File: src/hw/rtl/wms_pkg.sv
// Shared types and constants for the 802.11 management frame sniffer.
// No dependencies; every other file of the block imports this package.
`default_nettype none

package wms_pkg;

   // Default sizes, handed to the top level as parameter defaults
   localparam int DEFAULT_MAX_SSID_BYTES = 32;
   localparam int DEFAULT_POSITION_BITS  = 12;

   // Frame layout
   localparam int HDR_BYTES    = 24;
   localparam int BEACON_FIXED = 12;
   localparam int SRC_FIRST    = 10;
   localparam int SRC_LAST     = 15;
   localparam int BSS_FIRST    = 16;
   localparam int BSS_LAST     = 21;
   localparam int SSID_SLOTS   = 32;

   // Frame control codes
   localparam logic [1:0] TYPE_MGMT      = 2'b00;
   localparam logic [3:0] SUBTYPE_PROBE  = 4'h4;
   localparam logic [3:0] SUBTYPE_BEACON = 4'h8;

   // Report kinds
   localparam logic KIND_PROBE  = 1'b0;
   localparam logic KIND_BEACON = 1'b1;

   typedef struct packed {
      logic [7:0]        data_byte;
      logic              frame_start;
      logic              frame_end;
      logic              is_mgmt_packet;
      logic signed [7:0] signal_strength;
      logic [3:0]        radio_channel;
      logic [31:0]       time_ms;
   } req_word_type;

   typedef struct packed {
      logic              frame_kind;
      logic [47:0]       source_mac;
      logic [47:0]       bssid_mac;
      logic signed [7:0] rssi_dbm;
      logic [3:0]        channel_num;
      logic [31:0]       stamp_ms;
      logic [5:0]        ssid_length;
      logic [63:0]       ssid_word0;
      logic [63:0]       ssid_word1;
      logic [63:0]       ssid_word2;
      logic [63:0]       ssid_word3;
   } rsp_word_type;

endpackage

`default_nettype wire

File: src/hw/rtl/wms_ifs.sv
// Valid/ready channel interfaces for the sniffer's byte input and report output.
// Depends on wms_pkg for the payload word types.
`default_nettype none

interface wms_req_if;
   import wms_pkg::*;
   logic         valid;
   logic         ready;
   req_word_type data;
   modport source (output valid, output data, input ready);
   modport sink   (input valid, input data, output ready);
endinterface

interface wms_rsp_if;
   import wms_pkg::*;
   logic         valid;
   logic         ready;
   rsp_word_type data;
   modport source (output valid, output data, input ready);
   modport sink   (input valid, input data, output ready);
endinterface

`default_nettype wire

File: src/hw/rtl/wlan_mgmt_frame_sniffer.sv
// A report appears in the output register in the cycle after its end byte.
// Throughput: one byte per cycle; input stalls only while a held report is not
// taken.
// Reset: synchronous, active high; clears the byte count, the frame state and
// the output valid. SSID and address captures need no reset.
// Depends on wms_pkg and the channel interfaces in wms_ifs.sv.
`default_nettype none

module wlan_mgmt_frame_sniffer #(
   parameter int MAX_SSID_BYTES = wms_pkg::DEFAULT_MAX_SSID_BYTES,
   parameter int POSITION_BITS  = wms_pkg::DEFAULT_POSITION_BITS
) (
   input  wire       clock,
   input  wire       reset,
   wms_req_if.sink   req_chan,
   wms_rsp_if.source rsp_chan
);
   import wms_pkg::*;

   // Compare width: holds the byte count and offset + 2 + a full length byte
   localparam int CmpW = ((POSITION_BITS > 9) ? POSITION_BITS : 9) + 1;
   localparam int IdxW = $clog2(MAX_SSID_BYTES);
   localparam logic [POSITION_BITS-1:0] PosLimit = {POSITION_BITS{1'b1}};
   localparam logic [CmpW-1:0] MaxLen = CmpW'(MAX_SSID_BYTES);

   // Frame state
   logic [POSITION_BITS-1:0] pos_ff, pos_in;
   logic [7:0]               fc_ff, fc_in;
   logic [7:0]               eid_ff, eid_in;
   logic [7:0]               elen_ff, elen_in;
   logic [47:0]              src_ff, src_in;
   logic [47:0]              bss_ff, bss_in;
   logic [7:0]               ssid_ff [MAX_SSID_BYTES];

   // Output register
   logic         rsp_valid_ff, rsp_valid_in;
   rsp_word_type rsp_ff, rsp_in;

   // Per-byte working values
   req_word_type             word;
   logic                     req_acc;
   logic [POSITION_BITS-1:0] pos_cur;
   logic [7:0]               fc_cur, eid_cur, elen_cur;
   logic                     take;
   logic [CmpW-1:0]          idx_w, off_cur, off_nxt, rel, len_w;
   logic                     wr_en;
   logic [IdxW-1:0]          wr_idx;
   logic [3:0]               sub_nxt;
   logic                     report, ssid_ok;
   logic [5:0]               slen;
   logic [7:0]               ssid_view [SSID_SLOTS];
   logic [8*SSID_SLOTS-1:0]  ssid_flat;

   assign word           = req_chan.data;
   assign req_chan.ready = !rsp_valid_ff || rsp_chan.ready;
   assign req_acc        = req_chan.valid && req_chan.ready;
   assign rsp_chan.valid = rsp_valid_ff;
   assign rsp_chan.data  = rsp_ff;

   // Start mark: treat the frame state as cleared before this byte
   always_comb begin
      pos_cur  = word.frame_start ? '0 : pos_ff;
      fc_cur   = word.frame_start ? '0 : fc_ff;
      eid_cur  = word.frame_start ? '0 : eid_ff;
      elen_cur = word.frame_start ? '0 : elen_ff;
   end

   // Capture this byte at its place in the frame
   always_comb begin
      take    = (pos_cur != PosLimit);
      idx_w   = CmpW'(pos_cur);
      off_cur = (fc_cur[7:4] == SUBTYPE_BEACON) ? CmpW'(HDR_BYTES + BEACON_FIXED)
                                                : CmpW'(HDR_BYTES);
      pos_in  = take ? pos_cur + 1'b1 : pos_cur;
      fc_in   = (take && idx_w == '0) ? word.data_byte : fc_cur;
      src_in  = (take && idx_w >= CmpW'(SRC_FIRST) && idx_w <= CmpW'(SRC_LAST))
                ? {src_ff[39:0], word.data_byte} : src_ff;
      bss_in  = (take && idx_w >= CmpW'(BSS_FIRST) && idx_w <= CmpW'(BSS_LAST))
                ? {bss_ff[39:0], word.data_byte} : bss_ff;
      eid_in  = (take && idx_w == off_cur) ? word.data_byte : eid_cur;
      elen_in = (take && idx_w == off_cur + CmpW'(1)) ? word.data_byte : elen_cur;
      rel     = idx_w - (off_cur + CmpW'(2));
      wr_en   = take && (idx_w >= off_cur + CmpW'(2)) && (rel < MaxLen);
      wr_idx  = rel[IdxW-1:0];
   end

   // Judge the frame with this byte included
   always_comb begin
      len_w   = CmpW'(pos_in);
      sub_nxt = fc_in[7:4];
      off_nxt = (sub_nxt == SUBTYPE_BEACON) ? CmpW'(HDR_BYTES + BEACON_FIXED)
                                            : CmpW'(HDR_BYTES);
      report  = word.frame_end && word.is_mgmt_packet
                && (len_w >= CmpW'(HDR_BYTES)) && (fc_in[3:2] == TYPE_MGMT)
                && (sub_nxt == SUBTYPE_PROBE || sub_nxt == SUBTYPE_BEACON);
      ssid_ok = (eid_in == 8'd0) && (CmpW'(elen_in) <= MaxLen)
                && (off_nxt + CmpW'(2) + CmpW'(elen_in) <= len_w);
      slen    = ssid_ok ? elen_in[5:0] : 6'd0;
   end

   // Overlay the byte written now and blank bytes past the SSID length
   always_comb begin
      for (int k = 0; k < SSID_SLOTS; k++) begin
         ssid_view[k] = 8'd0;
      end
      for (int k = 0; k < MAX_SSID_BYTES; k++) begin
         if (6'(k) < slen) begin
            ssid_view[k] = (wr_en && wr_idx == IdxW'(k)) ? word.data_byte : ssid_ff[k];
         end
      end
      for (int k = 0; k < SSID_SLOTS; k++) begin
         ssid_flat[8*k +: 8] = ssid_view[k];
      end
   end

   // Build the report word
   always_comb begin
      rsp_in.frame_kind  = (sub_nxt == SUBTYPE_BEACON) ? KIND_BEACON : KIND_PROBE;
      rsp_in.source_mac  = src_in;
      rsp_in.bssid_mac   = (sub_nxt == SUBTYPE_BEACON) ? bss_in : 48'd0;
      rsp_in.rssi_dbm    = word.signal_strength;
      rsp_in.channel_num = word.radio_channel;
      rsp_in.stamp_ms    = word.time_ms;
      rsp_in.ssid_length = slen;
      rsp_in.ssid_word0  = ssid_flat[63:0];
      rsp_in.ssid_word1  = ssid_flat[127:64];
      rsp_in.ssid_word2  = ssid_flat[191:128];
      rsp_in.ssid_word3  = ssid_flat[255:192];
   end

   // Output valid: load on a report, drop once taken
   always_comb begin
      rsp_valid_in = rsp_valid_ff;
      if (rsp_chan.ready) begin
         rsp_valid_in = 1'b0;
      end
      if (req_acc && report) begin
         rsp_valid_in = 1'b1;
      end
   end

   // Advance the frame state; clear it after the end byte
   always_ff @(posedge clock) begin
      if (reset) begin
         pos_ff       <= '0;
         fc_ff        <= '0;
         eid_ff       <= '0;
         elen_ff      <= '0;
         rsp_valid_ff <= 1'b0;
      end else begin
         rsp_valid_ff <= rsp_valid_in;
         if (req_acc) begin
            if (word.frame_end) begin
               pos_ff  <= '0;
               fc_ff   <= '0;
               eid_ff  <= '0;
               elen_ff <= '0;
            end else begin
               pos_ff  <= pos_in;
               fc_ff   <= fc_in;
               eid_ff  <= eid_in;
               elen_ff <= elen_in;
            end
         end
      end
   end

   // Hold address captures, SSID store and report payload
   always_ff @(posedge clock) begin
      if (req_acc) begin
         src_ff <= src_in;
         bss_ff <= bss_in;
         if (wr_en) begin
            ssid_ff[wr_idx] <= word.data_byte;
         end
         if (report) begin
            rsp_ff <= rsp_in;
         end
      end
   end

   // An end byte always leaves the next frame starting at byte zero
   assert property (@(posedge clock) disable iff (reset)
      (req_acc && req_chan.data.frame_end) |=> (pos_ff == '0))
      else $error("byte count not cleared after end byte");

   // A report never claims more SSID bytes than the store holds
   assert property (@(posedge clock) disable iff (reset)
      rsp_chan.valid |-> (6'(MAX_SSID_BYTES) >= rsp_chan.data.ssid_length))
      else $error("SSID length beyond store size");

   // Probe reports carry no BSSID
   assert property (@(posedge clock) disable iff (reset)
      (rsp_chan.valid && rsp_chan.data.frame_kind == KIND_PROBE)
      |-> (rsp_chan.data.bssid_mac == 48'd0))
      else $error("probe report with BSSID");

   // A zero SSID length means the first and last SSID words are zero
   assert property (@(posedge clock) disable iff (reset)
      (rsp_chan.valid && rsp_chan.data.ssid_length == 6'd0)
      |-> (rsp_chan.data.ssid_word0 == 64'd0 && rsp_chan.data.ssid_word3 == 64'd0))
      else $error("SSID bytes present with zero length");

   // A report only follows an accepted end byte
   assert property (@(posedge clock) disable iff (reset)
      ($rose(rsp_chan.valid)) |-> $past(req_acc && req_chan.data.frame_end))
      else $error("report without end byte");

endmodule

`default_nettype wire
File: src/flat_wrapper.sv
// flat-port wrapper written by rule: the top's interface ports become plain ports
module wlan_mgmt_frame_sniffer_flat import wms_pkg::*;
#(
   parameter int MAX_SSID_BYTES = wms_pkg::DEFAULT_MAX_SSID_BYTES,
   parameter int POSITION_BITS  = wms_pkg::DEFAULT_POSITION_BITS
)
  (clock, reset, req_chan_valid, req_chan_data, req_chan_ready, rsp_chan_valid, rsp_chan_data, rsp_chan_ready);
  wms_req_if req_chan_i ();
  wms_rsp_if rsp_chan_i ();
  input  wire clock;
  input  wire reset;
  input wire logic [$bits(req_chan_i.valid)-1:0] req_chan_valid;
  input wire logic [$bits(req_chan_i.data)-1:0] req_chan_data;
  output wire logic [$bits(req_chan_i.ready)-1:0] req_chan_ready;
  output wire logic [$bits(rsp_chan_i.valid)-1:0] rsp_chan_valid;
  output wire logic [$bits(rsp_chan_i.data)-1:0] rsp_chan_data;
  input wire logic [$bits(rsp_chan_i.ready)-1:0] rsp_chan_ready;
  assign req_chan_i.valid = req_chan_valid;
  assign req_chan_i.data = req_chan_data;
  assign req_chan_ready = req_chan_i.ready;
  assign rsp_chan_valid = rsp_chan_i.valid;
  assign rsp_chan_data = rsp_chan_i.data;
  assign rsp_chan_i.ready = rsp_chan_ready;
  wlan_mgmt_frame_sniffer #(.MAX_SSID_BYTES(MAX_SSID_BYTES), .POSITION_BITS(POSITION_BITS)) u_core (.clock(clock), .reset(reset), .req_chan(req_chan_i), .rsp_chan(rsp_chan_i));
endmodule
File: config.mk
export PLATFORM = sky130hd
export DESIGN_NAME = wlan_mgmt_frame_sniffer_flat
export DESIGN_NICKNAME = d
export VERILOG_FILES = /design/src/hw/rtl/wms_pkg.sv /design/src/hw/rtl/wms_ifs.sv /design/src/hw/rtl/wlan_mgmt_frame_sniffer.sv /design/src/flat_wrapper.sv
export SDC_FILE = /design/constraint.sdc
export NUM_CORES = 1
export LEC_CHECK = 0
export BUFFER_PORTS_ARGS = -buffer_cell sky130_fd_sc_hd__buf_2
export CORE_AREA = 4 4 246 248
export CTS_CLUSTER_DIAMETER = 40
export DETAILED_ROUTE_END_ITERATION = 8
export DIE_AREA = 0 0 250 252
export PLACE_DENSITY = 0.79
export REMOVE_ABC_BUFFERS = 1
export SYNTH_ARGS = -nofsm -noshare
export SYNTH_HDL_FRONTEND = slang
export SYNTH_SLANG_ARGS = --single-unit
File: constraint.sdc
create_clock -name clock -period 17.9 [get_ports clock]
set_clock_uncertainty 0.1 [all_clocks]
set_input_delay 3.58 -clock clock [delete_from_list [all_inputs] [get_ports clock]]
set_output_delay 3.58 -clock clock [all_outputs]
set_load 0.05 [all_outputs]
==> results_dict.tcl <==
set metrics [dict create \
    outcome "finished, final reports clean" \
    clk_pin_slew_ps 60 \
    finalPower_mw 4.18 \
    dr.pass1.iters 8 \
    tightest_slew_ps 1410 \
    ys_seq_area_share_pct 70.7 \
    arrival_ps 10380 \
    dieArea_sq_mm 0.0630 \
    num_vias 24100 \
    cp_max_fo 36 \
    overflow 0 \
    ios 464 \
    critPathKind "input pin to flip-flop" \
    cts_max_path_buffers 3 \
    coreArea_sq_mm 0.0585 \
    drc 0 \
    end_kind "flip-flop" \
    syn_area_sq_mm 0.0331 \
    cts-htree-levels 3 \
    cts_resized 0 \
    layout.nets 3015 \
    avgSynthCellArea_sq_um 13.1 \
    drv_slew 0 \
    grt_pass1_wl_um 141000 \
    cts-root-buf "clkbuf_16" \
    ys_types 80 \
    synthFlopType "edfxtp_1" \
    first_iter_violations 3027 \
    cp.required_ps 18260 \
    relSlewSlack_pct 5.93 \
    synth_edf_count 755 \
    cts_hold_buf 0 \
    layoutNonFillerInstCount 3806 \
    start_util_pct 56.6 \
    rows 89 \
    totalWireLength_um 94300 \
    placed_cell_area_sq_mm 0.0359 \
    seqCellArea_sq_mm 0.0234 \
    clock-sinks 790 \
    fill_cells 4062 \
    dp_hpwl_um 56900 \
    port-buffer-count 463 \
    finalSetupViolCount 0 \
    syn_to_final_growth_pct 19.2 \
    finalSetupTns_ps 0 \
    power_density_mw_per_mm2 106 \
    syn_inst 2523 \
    dp.cells 3607 \
    dp_slack_ps 7350 \
    setup_slack_ps 7880 \
    clock_latency_ps 660 \
    cts_tree "built" \
    grt_usage_pct 28.9 \
    ys_ff_latch 790 \
    die_w_um 250 \
    cap_violations 0 \
    hold_path_class "flip-flop to flip-flop" \
    finalHoldViolations 0 \
    fin_util_pct 67.4 \
    stdcell_area_sq_mm 0.0394 \
    fmax_mhz 99.8 \
    synthArstFlopShare_pct 0 \
    grt_pass1_vias 23700 \
    whs_ps 391 \
    wl_per_cell_um 24.8 \
    finalCritPeriodShare_pct 56.0 \
    antenna_found_initial 3 \
    cts_setup_buffers 0 \
    irDropWorstVdd_mv 0.113 \
    die_h_um 252 \
    yosysWarnings 0 \
    viasPerCell 6.34 \
    fin_crit_ps 10020 \
    cts_made_buffers 105 \
    rsz0062_at_grt "no" \
    p_leak_nw 14.5 \
    grt_max_degree 208 \
    drive_gt1_share_pct 26.9 \
    critPathLaunchType "input pin" \
    multi_input_area_sq_mm 0.00892 \
    place_congestion 0.895 \
    final_antenna_net_count 0 \
]
critical path: stages:
cell      delay, ps
buf_2           320
or3_1           420
or3b_1          420
inv_1           200
ha_1            370
and4_1          240
nand4_1          90
buf_4           380
mux2i_2         540
inv_1           240
ha_1            310
o211ai_1        220
xnor2_1          90
ha_1            220
or4_1           510
a221oi_1        220
a31o_2          190
or4_2           940
nand3_1         530
a21oi_1         310
state kept, by name, summed over array words and instances (netlist names):
| signal | flops |
|---|---|
| u_core.bss_ff | 48 |
| u_core.pos_ff | 12 |
| u_core.ssid_ff | 256 |
| u_core.elen_ff | 8 |
| u_core.eid_ff | 8 |
| u_core.rsp_chan.data | 403 |
| u_core.fc_ff | 6 |
| u_core.src_ff | 48 |
| u_core.rsp_chan.valid | 1 |
cell families after synthesis:
logic type | after synthesis | synth area share [%]
AOI/OAI and AO/OA | 690 | 11.4
xor gates and xnor gates | 13 | 0.344
adders and majority gates | 15 | 0.590
buffers and inverters | 197 | 2.56
DFF | 790 | 70.7
muxes | 71 | 2.47
and+or+nand+nor | 747 | 11.9
per-layer routing:
metal  wire, um  track usage [%]  vias to the layer above
met1      35700             38.5                    11800
met2      44700             45.9                     1561
met5         14                0                        -
met3       9730             6.75                      252
li1           -                -                    10500
met4       4070             13.3                        2
cells in the mapped netlist (27+ instances only):
| cell type | instances | area (sq um) |
|---|---|---|
| o21ai_0 | 264 | 1320 |
| nand2_1 | 169 | 634 |
| buf_2 | 27 | 135 |
| nor2_1 | 104 | 390 |
| a21oi_1 | 340 | 1700 |
| clkbuf_1 | 125 | 469 |
| dfxtp_1 | 35 | 701 |
| nor3_1 | 27 | 135 |
| mux2_2 | 53 | 597 |
| nand3_1 | 319 | 1600 |
| nor4_2 | 32 | 400 |
| edfxtp_1 | 755 | 22700 |
layout make-up:
type / count / area share (%)
Multi-Input combinational cell: 1536 / 22.6
Tap cell: 773 / 2.45
Sequential cell: 790 / 59.3
Inverter: 16 / 0.178
Antenna cell: 3 / 0.0190
Timing Repair Buffer: 492 / 6.51
Clock buffer: 120 / 6.94
Clock inverter: 76 / 1.99
path summary, 6_finish.rpt:
| path | slack [ps] | endpoint | cells after the start | from |
|---|---|---|---|---|
| setup reg to reg | 10880 | u_core.rsp_chan.data[191] | 19 | u_core.fc_ff[4] |
| hold reg to reg | 390 | u_core.elen_ff[5] | 2 | u_core.elen_ff[5] |
| setup / recovery | 7880 | u_core.rsp_chan.data[191] | 20 | req_chan_data[46] |
| hold / removal | 390 | u_core.elen_ff[5] | 2 | u_core.elen_ff[5] |
power breakdown:
group / switching (mW) / total [mW] / internal, mW / leakage (nW)
Clock: 0.817 / 2.06 / 1.25 / 1.70
Sequential: 0.00664 / 2.03 / 2.03 / 7.89
Combinational: 0.0655 / 0.0846 / 0.0191 / 4.88
cell usage in the layout (no fill, tap or decap), drive strengths merged, types with 14 or more instances in the layout:
cell type  count
a22oi         21
nand4         20
o21ai        276
mux2i         17
nand3        322
dfxtp         35
nand2        169
clkinv        39
nor2         104
o211ai        14
nor3          30
mux2          54
inv           34
edfxtp       755
ha            14
or4           15
buf          492
nor4          41
clkbuf       120
a21oi        342
Power figures use the tool's default switching activity.
